`src/rtl/gsa_ram.sv`:
```
// ----------------------------------------------------------------------------
// gsa_ram
// Generic single-port-write, single-read RAM with registered read data.
// ----------------------------------------------------------------------------
`default_nettype none
module gsa_ram #(
  parameter int WIDTH = 8,
  parameter int DEPTH = 16
) (
  input  wire logic                     clk,
  input  wire logic                     we,
  input  wire logic [$clog2(DEPTH)-1:0] waddr,
  input  wire logic [WIDTH-1:0]         wdata,
  input  wire logic [$clog2(DEPTH)-1:0] raddr,
  output logic      [WIDTH-1:0]         rdata
);
  logic [WIDTH-1:0] mem [DEPTH];
  always_ff @(posedge clk) begin
    if (we) mem[waddr] <= wdata;
    rdata <= mem[raddr];
  end
endmodule
`default_nettype wire

```
`config.mk`:
```
export PLATFORM = sky130hd
export DESIGN_NAME = gsa_ram
export DESIGN_NICKNAME = d
export VERILOG_FILES = /design/src/rtl/gsa_ram.sv
export SDC_FILE = /design/constraint.sdc
export NUM_CORES = 1
export LEC_CHECK = 0
export BUFFER_PORTS_ARGS = -buffer_cell sky130_fd_sc_hd__buf_4
export CAP_MARGIN = 20
export CORE_MARGIN = 4
export CORE_UTILIZATION = 45
export DETAILED_ROUTE_END_ITERATION = 8
export PLACE_DENSITY = 0.69
export SLEW_MARGIN = 20
export SYNTH_ARGS = -nofsm -noshare
export SYNTH_HDL_FRONTEND = slang
export SYNTH_SLANG_ARGS = --single-unit
```
`constraint.sdc`:
```
create_clock -name clk -period 3.1 [get_ports clk]
set_input_delay 0 -clock clk [delete_from_list [all_inputs] [get_ports clk]]
set_output_delay 0 -clock clk [all_outputs]
set_load 0.05 [all_outputs]
```
# [Yosys cells after proc, flatten, opt, wreduce, memory -nomap -nowiden]
# Memories as Yosys holds them, arrays and structs flattened. A register that Yosys moved wholly into a read port is not among the register bits.
# Cells that the tools add are included.
[word_totals] register_bits=0 ramBits=128 in_bits=18 output_inout_bits=8 word_cells=3 mem_count=1
[memory_table] memory="mem" words=16 word_bits=8 read_ports=1 rd_clocked_by_memory_dff=1 wr=1 line="17" source="logic [WIDTH-1:0] mem [DEPTH];"
[classes] muxes=2
[ops] operator="$mux W1" n=2

# [Depth between registers and ports, before layout]
[logic_depth] word_depth=2 ltp_mapped=5 mapped_depth_nobuf=3

# [Least setup slack after synthesis]
# No wires, ideal clock.
[synth_path] path_kind="in2reg" from="input port waddr[2]" to="memory mem[0][0] (enable)" setup_time_ns=0.383 arrival_ns=1.110 required_ns=2.717 setup_slack_ns=1.607 stages=2 path_buffers=0 path_cell_list="or3b_2 > nor3_1"
[synth_rtl] element="from (decl)" line="12" source="input wire logic [$clog2(DEPTH)-1:0] waddr,"
[synth_rtl] element="to (decl)" line="17"
# Straight into the memory's write port.

==> reports/metrics.cfg <==
[status]
outcome=finished, final reports clean

[routing]
drt_iter0_drc=125
routedWlPerCell_um=22.9
vias=2427
ant_nets=0
drt_pass1_iterations=4
via_per_inst=5.68
drc=0
wirelength_mm=9.77

[timing]
drv_slew=0
finalHoldViolations=0
setup_violations=0
period_needed_ns=1.39
finClkSkew_ns=0.00854
fin_crit_sh_pct=45.0
max_freq_mhz=717
worst_hold_slack_ns=0.0308
rsz0062_at_grt=false
setup_tns_ns=0
tightest_slew_ns=0.959
slew_headroom_pct=35.8

[power_and_ir_drop]
powerDensity_nw_per_um2=727
power.leakage_nw=2.08
power_mw=4.50
ir_worst_vdd_mv=0.472

[clocking]
cts_sinks=136
clk_pin_slew_ns=0.06
cts_buffers=17
postCtsSetupBuffers=0
cts_buffer_depth=2
cts-root-buf=clkbuf_16
htreeDepth=4
cts_tree=done
clock_latency_ns=0.41

[worst_setup_path]
crit_required_ns=3.39
critPathCaptureType=flip-flop
crit_fanout=1
startpoint_type=flip-flop
critical_path_class=reg2reg
crit_arrival_ns=1.68

[floorplan]
die_h_um=115
die_w_um=115
core_um2=11000
start_util_pct=46.7
die_area_um2=13200
ios=26
rows=38

[job]
maxCapViolCount=0

[placement]
dp.cells=387
place_area_um2=5450
port_buffers=25
place_congestion=0.771
dp_hpwl_mm=5.76

[layout]
layout_commonest_cell=edfxtp_1
diodes=0
finalInstanceArea_um2=6180
nets=292
fin_cells=427
post_route_cells_drive_above_1_share_pct=27.9
syn_to_final_growth_pct=20.1
final_cell_mix=edfxtp_1 (128), buf_4 (28), mux4_2 (18)

[yosys]
yosysUniqueCellTypes=19
yosys-top-cells-area=edfxtp_1 (75%), mux4_2 (7.9%), mux4_1 (7.1%)
yosys_warnings=0
syn-cell-area_um2=5150
synth_cells=229
yosysTopAreaCell=edfxtp_1
synth-seq-cells=136
avgSynthCellArea_um2=22.5
synth.yosys.seq_area_share_pct=77.8
synth_fp_nets=247
yosysTopAreaCellShare_pct=74.7

[global_route]
grt_max_degree=33
grt_pass1_vias=2528
grt-ovfl-total=0
antenna_found_initial=0
grt_usage_pct=16.1
grt_pass1_wl_mm=15.1

[min_path]
min_path_type=in2reg

## sequential cells by signal, indices dropped and copies added, names as in the netlist
register,count
rdata,8
mem,128
## synthesized netlist by cell type
library cell     number
and2b_1               1
clkdlybuf4s25_2       3
mux4_1               14
nand2b_1              2
nand2_1               9
or3b_2                1
nor2b_1               1
buf_6                 3
edfxtp_1            128
nand3b_1              2
dfxtp_1               8
buf_4                 1
nor2_1               13
nand3_1               1
a22oi_1              16
nor3_1                4
and2_1                1
mux4_2               18
buf_2                 3
## cell families after synthesis
group,count (synthesis),share of synthesized area (%)
multiplexers,32,15.0
flip-flops,136,77.8
AO/OA/AOI/OAI,16,2.33
buffers and inverters,10,1.68
AND/OR/NAND/NOR,35,3.18
## timing repair
item	in CTS	in global routing
hold buffers	8	0
resized for setup	0	0
endpoints found under the hold margin	128	0
## layout make-up
cell class                      count  area [µm²]
Clock inverter                     15         225
Clock buffer                       17         425
Sequential cell                   136        4000
Fill cell                         811        4850
Multi-Input combinational cell     83        1060
Timing Repair Buffer               36         290
Tap cell                          140         175
## per-layer routing
layer  global-route usage, %  vias to the layer above  part of all wire (%)
met5                       0                        -                     0
met4                    6.65                        0                   1.1
met3                    3.95                       12                   8.0
met2                    24.5                      107                    49
met1                    22.6                     1246                    42
li1                        -                     1062                     -
## path summary, 6_finish.rpt
kind,start,end,slack (ns),cells past startpoint
max,mem[1][1]$_DFFE_PP_,rdata[1]$_DFF_P_,1.71,3
min reg2reg,mem[14][1]$_DFFE_PP_,rdata[1]$_DFF_P_,0.67,3
min,waddr[1],mem[0][0]$_DFFE_PP_,0.03,2
max reg2reg,mem[1][1]$_DFFE_PP_,rdata[1]$_DFF_P_,1.71,3
## power breakdown
part           internal (mW)  leakage (nW)  switching [mW]
Combinational         0.0939         0.541           0.149
Sequential              2.06          1.22          0.0104
Clock                   1.43         0.318           0.757
## through the flow
stage	worst slack, ns	util [%]
after floorplan	1.61	-
after global placement	1.31	49.4
after detailed placement	1.28	49.4
after CTS	1.61	56.0
after global routing	1.61	56.0
final	1.71	56.0
## worst max-delay path, cell delays in order, from the launching register on
cell      delay, ns
edfxtp_1       0.36
mux4_1         0.53
a22oi_1        0.29
nand2_1        0.09
Power figures use the tool's default switching activity.
